## config.mk

```make
export PLATFORM = sky130hd
export DESIGN_NAME = xml_entity_decoder
export DESIGN_NICKNAME = d
export VERILOG_FILES = /design/src/hdl/xed_pkg.sv /design/src/hdl/xed_core.sv /design/src/hdl/xml_entity_decoder.sv
export SDC_FILE = /design/constraint.sdc
export NUM_CORES = 1
export LEC_CHECK = 0
export ABC_AREA = 1
export ABC_CLOCK_PERIOD_IN_PS = 8150
export BUFFER_PORTS_ARGS = -buffer_cell sky130_fd_sc_hd__clkbuf_2
export CORE_UTILIZATION = 59
export DETAILED_ROUTE_END_ITERATION = 7
export GPL_ROUTABILITY_DRIVEN = 0
export PLACE_DENSITY = 0.86
export RECOVER_POWER = 100
export SYNTH_ARGS = -nofsm -noshare
export SYNTH_HDL_FRONTEND = slang
export SYNTH_SLANG_ARGS = --single-unit
```

## constraint.sdc

```tcl
create_clock -name clk -period 8.15 [get_ports clk]
set_clock_uncertainty 0.15 [all_clocks]
set_input_delay 2.445 -clock clk [delete_from_list [all_inputs] [get_ports clk]]
set_output_delay 2.445 -clock clk [all_outputs]
set_load 0.03 [all_outputs]
```

## src/hdl/xed_pkg.sv

```systemverilog
// Package for the XML character entity decoder: beat types, phase codes,
// character constants and the character-class helpers. No dependencies.
`timescale 1ns / 1ps

package xed_pkg;

    localparam int unsigned MAX_RESULTS = 4;
    localparam int unsigned COUNT_W     = $clog2(MAX_RESULTS + 1);
    localparam int unsigned SLOT_W      = $clog2(MAX_RESULTS);

    // Characters with a meaning of their own.
    localparam logic [7:0] CH_AMP   = 8'h26;
    localparam logic [7:0] CH_HASH  = 8'h23;
    localparam logic [7:0] CH_SEMI  = 8'h3B;
    localparam logic [7:0] CH_QUOTE = 8'h22;
    localparam logic [7:0] CH_COLON = 8'h3A;
    localparam logic [7:0] CH_SPACE = 8'h20;
    localparam logic [7:0] CH_LESS  = 8'h3C;
    localparam logic [7:0] CH_MORE  = 8'h3E;
    localparam logic [7:0] CH_ZERO  = 8'h30;
    localparam logic [7:0] CH_NINE  = 8'h39;
    localparam logic [7:0] CASE_BIT = 8'h20;

    // Bytes still to drop once an entity has been recognised.
    localparam logic [2:0] DROP_LONG  = 3'd3;
    localparam logic [2:0] DROP_AMP   = 3'd2;
    localparam logic [2:0] DROP_SHORT = 3'd1;

    // Number of digits after which a numeric entity is complete.
    localparam logic [1:0] DIGITS_MAX = 2'd3;

    typedef enum logic [2:0] {
        PH_IDLE   = 3'd0,
        PH_AMP    = 3'd1,
        PH_LETTER = 3'd2,
        PH_HASH   = 3'd3,
        PH_DIGITS = 3'd4,
        PH_AFTER  = 3'd5,
        PH_SKIP   = 3'd6
    } xed_phase_t;

    typedef struct packed {
        logic [7:0] text_byte;
        logic       end_of_text;
    } xed_in_t;

    typedef struct packed {
        logic [7:0] out_byte;
        logic       has_byte;
        logic       last_of_run;
        logic       end_of_output;
    } xed_out_t;

    // All results caused by one input beat, handed from the decoder to the
    // result buffer.
    typedef struct packed {
        logic [MAX_RESULTS-1:0][7:0] bytes;
        logic [COUNT_W-1:0]          count;
        logic                        marker;
        logic                        last;
    } xed_batch_t;

    typedef struct packed {
        logic       hit;
        logic [7:0] rep;
        logic [2:0] drop;
    } xed_match_t;

    function automatic logic is_digit(input logic [7:0] b);
        return (b >= CH_ZERO) && (b <= CH_NINE);
    endfunction

    function automatic logic is_alpha(input logic [7:0] b);
        return ((b >= 8'h41) && (b <= 8'h5A)) || ((b >= 8'h61) && (b <= 8'h7A));
    endfunction

    function automatic logic is_start_letter(input logic [7:0] b);
        logic [7:0] l;
        l = b | CASE_BIT;
        return is_alpha(b) && ((l == "n") || (l == "q") || (l == "a") ||
                               (l == "l") || (l == "g") || (l == "e"));
    endfunction

    function automatic xed_match_t match_pair(input logic [7:0] first,
                                              input logic [7:0] second);
        xed_match_t m;
        logic [7:0] a;
        logic [7:0] b;
        a = first | CASE_BIT;
        b = second | CASE_BIT;
        m = '0;
        if (is_alpha(second)) begin
            if (a == "n" && b == "b") m = '{1'b1, CH_SPACE, DROP_LONG};
            else if (a == "q" && b == "u") m = '{1'b1, CH_QUOTE, DROP_LONG};
            else if (a == "a" && b == "m") m = '{1'b1, CH_AMP, DROP_AMP};
            else if (a == "l" && b == "t") m = '{1'b1, CH_LESS, DROP_SHORT};
            else if (a == "g" && b == "t") m = '{1'b1, CH_MORE, DROP_SHORT};
            else if (a == "e" && b == "u") m = '{1'b1, CH_COLON, DROP_LONG};
        end
        return m;
    endfunction

endpackage

```

## src/hdl/xed_core.sv

```systemverilog
// Entity recognition state and the per-beat decode into a batch of results.
// Depends on xed_pkg.
`timescale 1ns / 1ps

module xed_core (
    input  logic                clk,
    input  logic                rst_n,
    input  logic                take,
    input  xed_pkg::xed_in_t    text,
    output xed_pkg::xed_batch_t batch
);
    import xed_pkg::*;

    xed_phase_t  phase_reg,  phase_next;
    logic [7:0]  held_reg,   held_next;
    logic [7:0]  value_reg,  value_next;
    logic [1:0]  digits_reg, digits_next;
    logic [2:0]  skip_reg,   skip_next;

    always_comb
    begin
        logic [7:0]                  b;
        logic [MAX_RESULTS-1:0][7:0] ob;
        logic [COUNT_W-1:0]          n;
        xed_match_t                  m;
        logic [7:0]                  acc;

        b   = text.text_byte;
        ob  = '0;
        n   = '0;
        m   = match_pair(held_reg, b);
        acc = (value_reg << 3) + (value_reg << 1) + (b - CH_ZERO);

        phase_next  = phase_reg;
        held_next   = held_reg;
        value_next  = value_reg;
        digits_next = digits_reg;
        skip_next   = skip_reg;

        unique case (phase_reg)
            PH_AMP:
            begin
                if (b == CH_HASH)
                begin
                    phase_next = PH_HASH;
                end
                else if (is_start_letter(b))
                begin
                    held_next  = b;
                    phase_next = PH_LETTER;
                end
                else
                begin
                    ob[n[SLOT_W-1:0]] = CH_AMP; n = n + COUNT_W'(1);
                    if (b == CH_AMP)
                        phase_next = PH_AMP;
                    else
                    begin
                        phase_next = PH_IDLE;
                        ob[n[SLOT_W-1:0]] = b; n = n + COUNT_W'(1);
                    end
                end
            end
            PH_LETTER:
            begin
                if (m.hit)
                begin
                    ob[n[SLOT_W-1:0]] = m.rep; n = n + COUNT_W'(1);
                    skip_next  = m.drop;
                    phase_next = PH_SKIP;
                end
                else
                begin
                    ob[n[SLOT_W-1:0]] = CH_AMP;   n = n + COUNT_W'(1);
                    ob[n[SLOT_W-1:0]] = held_reg; n = n + COUNT_W'(1);
                    if (b == CH_AMP)
                        phase_next = PH_AMP;
                    else
                    begin
                        phase_next = PH_IDLE;
                        ob[n[SLOT_W-1:0]] = b; n = n + COUNT_W'(1);
                    end
                end
            end
            PH_HASH:
            begin
                if (is_digit(b))
                begin
                    value_next  = b - CH_ZERO;
                    digits_next = 2'd1;
                    phase_next  = PH_DIGITS;
                end
                else
                begin
                    ob[n[SLOT_W-1:0]] = CH_AMP;  n = n + COUNT_W'(1);
                    ob[n[SLOT_W-1:0]] = CH_HASH; n = n + COUNT_W'(1);
                    if (b == CH_AMP)
                        phase_next = PH_AMP;
                    else
                    begin
                        phase_next = PH_IDLE;
                        ob[n[SLOT_W-1:0]] = b; n = n + COUNT_W'(1);
                    end
                end
            end
            PH_DIGITS:
            begin
                if (is_digit(b))
                begin
                    value_next  = acc;
                    digits_next = digits_reg + 2'd1;
                    if (digits_next >= DIGITS_MAX)
                    begin
                        ob[n[SLOT_W-1:0]] = acc; n = n + COUNT_W'(1);
                        phase_next = PH_AFTER;
                    end
                end
                else
                begin
                    ob[n[SLOT_W-1:0]] = value_reg; n = n + COUNT_W'(1);
                    if (b == CH_SEMI)
                        phase_next = PH_IDLE;
                    else if (b == CH_AMP)
                        phase_next = PH_AMP;
                    else
                    begin
                        phase_next = PH_IDLE;
                        ob[n[SLOT_W-1:0]] = b; n = n + COUNT_W'(1);
                    end
                end
            end
            PH_AFTER:
            begin
                if (b == CH_SEMI)
                    phase_next = PH_IDLE;
                else if (b == CH_AMP)
                    phase_next = PH_AMP;
                else
                begin
                    phase_next = PH_IDLE;
                    ob[n[SLOT_W-1:0]] = b; n = n + COUNT_W'(1);
                end
            end
            PH_SKIP:
            begin
                if (skip_reg != 3'd0)
                    skip_next = skip_reg - 3'd1;
                if (skip_next == 3'd0)
                    phase_next = PH_IDLE;
            end
            default:
            begin
                if (b == CH_AMP)
                    phase_next = PH_AMP;
                else
                begin
                    phase_next = PH_IDLE;
                    ob[n[SLOT_W-1:0]] = b; n = n + COUNT_W'(1);
                end
            end
        endcase

        // End of string: flush whatever is held and start afresh.
        if (text.end_of_text)
        begin
            unique case (phase_next)
                PH_AMP:
                begin
                    ob[n[SLOT_W-1:0]] = CH_AMP; n = n + COUNT_W'(1);
                end
                PH_LETTER:
                begin
                    ob[n[SLOT_W-1:0]] = CH_AMP;    n = n + COUNT_W'(1);
                    ob[n[SLOT_W-1:0]] = held_next; n = n + COUNT_W'(1);
                end
                PH_HASH:
                begin
                    ob[n[SLOT_W-1:0]] = CH_AMP;  n = n + COUNT_W'(1);
                    ob[n[SLOT_W-1:0]] = CH_HASH; n = n + COUNT_W'(1);
                end
                PH_DIGITS:
                begin
                    ob[n[SLOT_W-1:0]] = value_next; n = n + COUNT_W'(1);
                end
                default:
                begin
                end
            endcase
            phase_next  = PH_IDLE;
            held_next   = '0;
            value_next  = '0;
            digits_next = '0;
            skip_next   = '0;
        end

        batch.bytes  = ob;
        batch.last   = text.end_of_text;
        batch.marker = text.end_of_text && (n == '0);
        batch.count  = batch.marker ? COUNT_W'(1) : n;
    end

    always_ff @(posedge clk or negedge rst_n)
    begin
        if (!rst_n)
        begin
            phase_reg  <= PH_IDLE;
            held_reg   <= '0;
            value_reg  <= '0;
            digits_reg <= '0;
            skip_reg   <= '0;
        end
        else if (take)
        begin
            phase_reg  <= phase_next;
            held_reg   <= held_next;
            value_reg  <= value_next;
            digits_reg <= digits_next;
            skip_reg   <= skip_next;
        end
    end

endmodule

```

## src/hdl/xml_entity_decoder.sv

```systemverilog
// Top level of the XML character entity decoder: input handshake, decode
// core and result buffer. Depends on xed_pkg and xed_core.
`timescale 1ns / 1ps

// The decoder takes text one byte per beat on the text channel and returns
// decoded characters on the dec channel. Named entities are recognised from
// their first two letters in either case (nbsp, quot, amp, lt, gt, euro) and
// the rest of the name is dropped unread; "&#" with one to three decimal
// digits gives the value modulo 256, and a semicolon straight after the
// digits is dropped. Text that does not form an entity passes through. A
// beat with end_of_text set flushes anything held and closes the string;
// the last result of the string carries end_of_output, and a string that
// ends with nothing to show gives one empty marker with has_byte low. Each
// input beat is decoded in the cycle it is accepted and its results, zero to
// three of them, are loaded into a small result buffer that sends one per
// cycle while dec_stall is low. A new beat is accepted whenever the buffer is
// empty or its last result is leaving, so ordinary text runs at one byte per
// cycle without stalls, each result out in the cycle after its beat is taken;
// a beat with several results holds off the input until its last is leaving.
// There are no configuration registers and no memories.
module xml_entity_decoder (
    input  logic             clk,
    input  logic             rst_n,
    input  logic             text_valid,
    output logic             text_stall,
    input  xed_pkg::xed_in_t text,
    output logic             dec_valid,
    input  logic             dec_stall,
    output xed_pkg::xed_out_t dec
);
    import xed_pkg::*;

    xed_batch_t                  batch;
    logic                        text_take;
    logic                        dec_take;

    // Result buffer: the bytes of one batch and a pointer to the next byte to send.
    logic [MAX_RESULTS-1:0][7:0] bytes_reg;
    logic [COUNT_W-1:0]          left_reg;
    logic [SLOT_W-1:0]           slot_reg;
    logic                        marker_reg;
    logic                        last_reg;

    assign dec_valid  = (left_reg != '0);
    assign dec_take   = dec_valid && !dec_stall;
    assign text_stall = (left_reg > COUNT_W'(1)) ||
                        ((left_reg == COUNT_W'(1)) && dec_stall);
    assign text_take  = text_valid && !text_stall;

    xed_core u_core (
        .clk   (clk),
        .rst_n (rst_n),
        .take  (text_take),
        .text  (text),
        .batch (batch)
    );

    always_ff @(posedge clk or negedge rst_n)
    begin
        if (!rst_n)
        begin
            left_reg <= '0;
            slot_reg <= '0;
        end
        else if (text_take)
        begin
            left_reg <= batch.count;
            slot_reg <= '0;
        end
        else if (dec_take)
        begin
            left_reg <= left_reg - COUNT_W'(1);
            slot_reg <= slot_reg + SLOT_W'(1);
        end
    end

    always_ff @(posedge clk)
    begin
        if (text_take)
        begin
            bytes_reg  <= batch.bytes;
            marker_reg <= batch.marker;
            last_reg   <= batch.last;
        end
    end

    assign dec.out_byte      = bytes_reg[slot_reg];
    assign dec.has_byte      = !marker_reg;
    assign dec.last_of_run   = (left_reg == COUNT_W'(1));
    assign dec.end_of_output = (left_reg == COUNT_W'(1)) && last_reg;

endmodule

```

; ---- Word-level counts from Yosys, hierarchy flattened
; Index checks and enable logic that the tools add are counted.
[word_totals]
ff_bits = 63
inputBits = 13
out_inout_bits = 13
wordCells = 189
[op_classes]
n_addsub = 9
order_cmp = 13
n_eq_ne = 33
muxes = 77
n_bitwise = 6
reduce_logical = 38
[op_table]
columns = operator, n
row1 = $mux 8, 16
row2 = $pmux 32 s4, 1
row3 = $eq 7x6->1 const B, 16
row4 = $mux 12, 7
row5 = $mux 3, 22
row6 = $bwmux 32, 2
row7 = $mux 16, 3
row8 = $mux 24, 2
row9 = $pmux 8 s6, 1
row10 = $not 20->20, 2
row11 = $pmux 3 s6, 2
row12 = $demux 8 s2, 2
row13 = $pmux 8 s2, 2
row14 = $pmux 8 s4, 1
row15 = $eq 8x6->1 const B, 3
row16 = $and 15x20->20, 1
row17 = $and 20x20->20, 1
row18 = $logic_and 1x1->1, 17
row19 = $add 8x8->8, 2
row20 = $bmux 8 s2, 1
row21 = $ge 8x7->1 const B, 2
row22 = $le 8x7->1 const B, 2
row23 = $mux 2, 7
row24 = $eq 3x2->1 const B, 4
row25 = 26 further kinds, 57

; ---- Logic depth before layout (Yosys ltp)
[depth]
depth_word = 20
depth_mapped = 25
depth_no_buf = 24

; ---- By module
; Synthesis repeated with hierarchy kept, for this count alone.
[hier_totals]
cells_unflattened = 879
area_unflattened_um2 = 5929.4
[by_module_without_submodules]
columns = mod, instances, cells_each, area_each_um2, seq_area_each_um2
row1 = xed_core, 1, 742, 4265.3, 600.6
row2 = xml_entity_decoder, 1, 137, 1664.1, 1146.1

; ---- Least setup slack after synthesis
; Ideal clock, no wire load.
[synth_timing]
path_type = input-to-reg
start = in text[5] (netlist name)
end = reg bytes_reg[13] (netlist name) (data pin)
t_arrival_ns = 5.024
slack_ns = 2.721
stages = 17
n_path_buf = 0
path_cell_list = clkinv_1 > ha_1 > inv_1 > fa_1 > inv_1 > ha_1 > or2_2 > nand2_1 > nand2_1 > nand3_1 > nand3_1 > o21ai_0 > inv_1 > o21ai_0 > nand2_1 > o22ai_1 > inv_1
[synth_lines]
columns = element, line
row1 = start: declaration, xml_entity_decoder.sv:26  ; input xed_pkg::xed_in_t text,
row2 = end signal: assignment, xml_entity_decoder.sv:81  ; bytes_reg <= batch.bytes;
row3 = end: declaration, xml_entity_decoder.sv:38  ; logic [MAX_RESULTS-1:0][7:0] bytes_reg;

==> impl_metrics.csv <==
group,metric,value,unit
synthesis,synthAdderAreaFrac,0.0715,
place,pre_cts_slack,1910,ps
synthesis,synth_cells,805,
die,die_area,9880,um2
timing,setup-violations-final,0,
route,dr_total_vias,6129,
layout,drive_above_1_share,0.0791,
die,start_util,0.609,
synthesis,synth_fp_nets,847,
run_status,status,"finished, violations left",
layout,diodes,0,
critical_path,slowest_delay,720,ps
route,drtIter0Drc,908,
synthesis,synth-compound-area-share,0.212,
critical_path,r2r-start,"u_core.phase_reg[1]$_DFFE_PN0P_",
critical_path,crit_start,"text[5]",
timing,period_minus_slack,6860,ps
clocking,cts_buffer_depth,2,
synthesis,ys_types,54,
route,wl_per_cell,18.4,um
critical_path,crit_chain,"clkbuf_1 > clkinv_1 > ha_1 > nand3_1 > nand3_1 > nand2_1 > nand2_1 > nand3_1 > nand2_1 > nor3_1 > nand2_1 > nand2_4 > nand2_1 > nand2_1 > inv_2 > a21oi_1 > nand2_1 > nand2_1 > inv_1",
clocking,holdBufCountCts,0,
global_routing,grt_pass1_vias,5711,
clocking,post_cts_buffers,0,
timing,max_freq,0.146,GHz
run_status,violations,"DRC, capacitance limit, slew limit",
clocking,cts_root_buf,"clkbuf_8",
layout,num-fill-cells,791,
route,avgViaCountPerCell,6.57,
critical_path,crit_slowest_cell,"nand3_1",
layout,largest_reg_flops,32,
synthesis,yosysTopAreaCellShare,0.182,
synthesis,synthTopCellsByArea,"edfxtp_1 18%, dfrtp_1 13%, nand2_1 10%, inv_1 6.8%, o21ai_0 6.4%",
layout,final_nets,859,
clocking,cts_buffers,9,
timing,finalSetupTns,0,ps
critical_path,reg2reg_depth,15,
synthesis,synth_common_cells,"150 x nand2_1, 102 x inv_1, 96 x nor2_1, 72 x o21ai_0, 47 x nand3_1",
critical_path,r2r_setup_slack,3840,ps
critical_path,critPathBufInv,4,
clocking,post_cts_resize_count,0,
critical_path,crit_top_cell,"nand2_1",
timing,worst_slew_pin_slew,1940,ps
power,ir_drop,0.179,mV
place,dp_hpwl,12700,um
die,fp.dieW,99.4,um
critical_path,timing.rr.end,"bytes_reg[5]$_DFFE_PP_",
critical_path,crit_type,"input pin to flop",
global_routing,antenna_found_initial,0,
die,pin_count,26,
synthesis,ys_async_sr_fraction,0.460,
synthesis,synth_top_family_by_area,"simple AND/OR/NAND/NOR gates",
clocking,cts-htree-levels,3,
critical_path,cp.required,8110,ps
critical_path,critPathArrivalTime,6820,ps
timing,period_share,0.842,
synthesis,synth_xor_area_frac,0.0141,
synthesis,synthMuxAreaShare,0,
run,maxCapViolCount,2,
synthesis,synth-edff-count,34,
clocking,clk_latency,350,ps
synthesis,synth_top_area_cell,"edfxtp_1",
place,portBuffers,25,
critical_path,cp.depth,19,
route,finalWirelength,17100,um
timing,finalMaxSlewViolations,88,
global_routing,grt_start_max_net_pins,58,
layout,areaGrowthSynthToFinish,5.07,%
power,leakage,2.67,nW
critical_path,critPathLaunchType,"input pin",
timing,final.setup.worst_slack,1290,ps
critical_path,cp_top_family,"simple AND/OR/NAND/NOR gates",
clocking,clock-sinks,63,
critical_path,crit_fanout,25,
synthesis,synth.most_common_cell,"nand2_1",
synthesis,synth-simple-area-share,0.285,
synthesis,ys_seq_elements,63,
timing,finalHoldViolCount,0,
die,core,9200,um2
timing,whs,341,ps
timing,rsz0062_at_grt,"no",
clocking,clkTransAtPathRegs,70,ps
clocking,tritoncts,"built",
route,ant_nets,0,
synthesis,yosysSeqAreaShare,0.312,
synthesis,synth_area,5600,um2
hold_path,hold_path.class,"flop to flop",
synthesis,synth_top_flop_cell,"edfxtp_1",
route,drc,17,
synthesis,yosysWarnings,0,
die,fp.dieH,99.4,um
synthesis,synth.avg_cell_area,6.95,um2
die,rows,35,
critical_path,cp-end-kind,"flop",
power,p_per_area,357,nW/um2
critical_path,crit_end,"bytes_reg[5]$_DFFE_PP_",
global_routing,grt_pass1_wl,28000,um
global_routing,grt_usage,0.361,
global_routing,overflow,0,
route,dr.pass1.iters,8,
timing,slew_headroom,-0.294,
## metal layers
metal | part of all wire | vias up | GRT usage
met2 | 0.42 | 522 | 0.559
met5 | 0 | - | 0
met4 | 0.073 | 0 | 0.226
li1 | - | 2754 | -
met1 | 0.38 | 2712 | 0.454
met3 | 0.13 | 141 | 0.0921
## stage by stage
step	cell area [um2]	power (mW)	util	cells
2_1_floorplan	5600	1.44	-	805
3_3_place_gp	5740	1.73	0.624	917
3_5_place_dp	5740	1.77	0.624	917
4_1_cts	5940	2.06	0.646	933
5_1_grt	5880	2.23	0.639	933
6_report	5880	2.10	0.639	933
## worst register-to-register path: cells and delay by family, from the launching register on
family	cells	cell delay, ps
compound gates	1	180
flops	1	530
buf+inv	4	500
simple gates	10	2700
## kinds of logic (layout without fill, tap and decap cells)
kind of cell	count (synthesis)	count (layout)
XOR/XNOR	9	9
AND/OR/NAND/NOR	353	353
adder cells (fa/ha/maj)	29	29
flip-flops	63	63
buffers and inverters	149	166
AO/OA/AOI/OAI	202	202
## cell usage in the layout, fill, tap and decap left out, types with 8 or more instances in the layout
| cell | Yosys | final |
|---|---|---|
| edfxtp_1 | 34 | 34 |
| dfrtp_1 | 29 | 29 |
| ha_1 | 24 | 24 |
| nand3_1 | 47 | 48 |
| o211ai_1 | 9 | 9 |
| a21oi_1 | 39 | 39 |
| nand2_1 | 150 | 156 |
| nor3_1 | 16 | 17 |
| inv_1 | 102 | 102 |
| clkbuf_1 | 11 | 19 |
| o22ai_1 | 39 | 39 |
| nor2_2 | 10 | 8 |
| o21ai_0 | 72 | 79 |
| clkbuf_2 | 0 | 8 |
| clkbuf_8 | 0 | 9 |
| nand4_1 | 8 | 8 |
| nor2_1 | 96 | 98 |
| inv_2 | 19 | 19 |
## worst min-delay path by stage
stage	to	startpoint	depth (start not counted)	slack [ps]
floorplan	u_core.digits_reg[1]$_DFFE_PN0P_	u_core.digits_reg[1]$_DFFE_PN0P_	2	300
global placement	u_core.digits_reg[1]$_DFFE_PN0P_	u_core.digits_reg[1]$_DFFE_PN0P_	2	320
detailed placement	u_core.digits_reg[0]$_DFFE_PN0P_	u_core.digits_reg[0]$_DFFE_PN0P_	2	330
CTS	u_core.digits_reg[0]$_DFFE_PN0P_	u_core.digits_reg[0]$_DFFE_PN0P_	2	350
global route	u_core.digits_reg[0]$_DFFE_PN0P_	u_core.digits_reg[0]$_DFFE_PN0P_	2	370
finish	u_core.digits_reg[0]$_DFFE_PN0P_	u_core.digits_reg[0]$_DFFE_PN0P_	2	340
## power by group
part	internal [mW]	leakage (nW)	switching, mW
combinational	0.356	1.86	0.917
clock	0.170	0.102	0.120
sequential	0.457	0.704	0.0775
total	0.982	2.67	1.12
## layout make-up
cell class / count / area [um2] / share of cell area
Inverter: 125 / 469 / 0.0798
Sequential cell: 63 / 1750 / 0.297
Tap cell: 111 / 139 / 0.0236
Multi-Input combinational cell: 593 / 3220 / 0.547
Clock buffer: 11 / 131 / 0.0223
Timing Repair Buffer: 25 / 104 / 0.0177
Clock inverter: 5 / 72.6 / 0.0123
No activity file was read; power rests on OpenSTA's default activity.
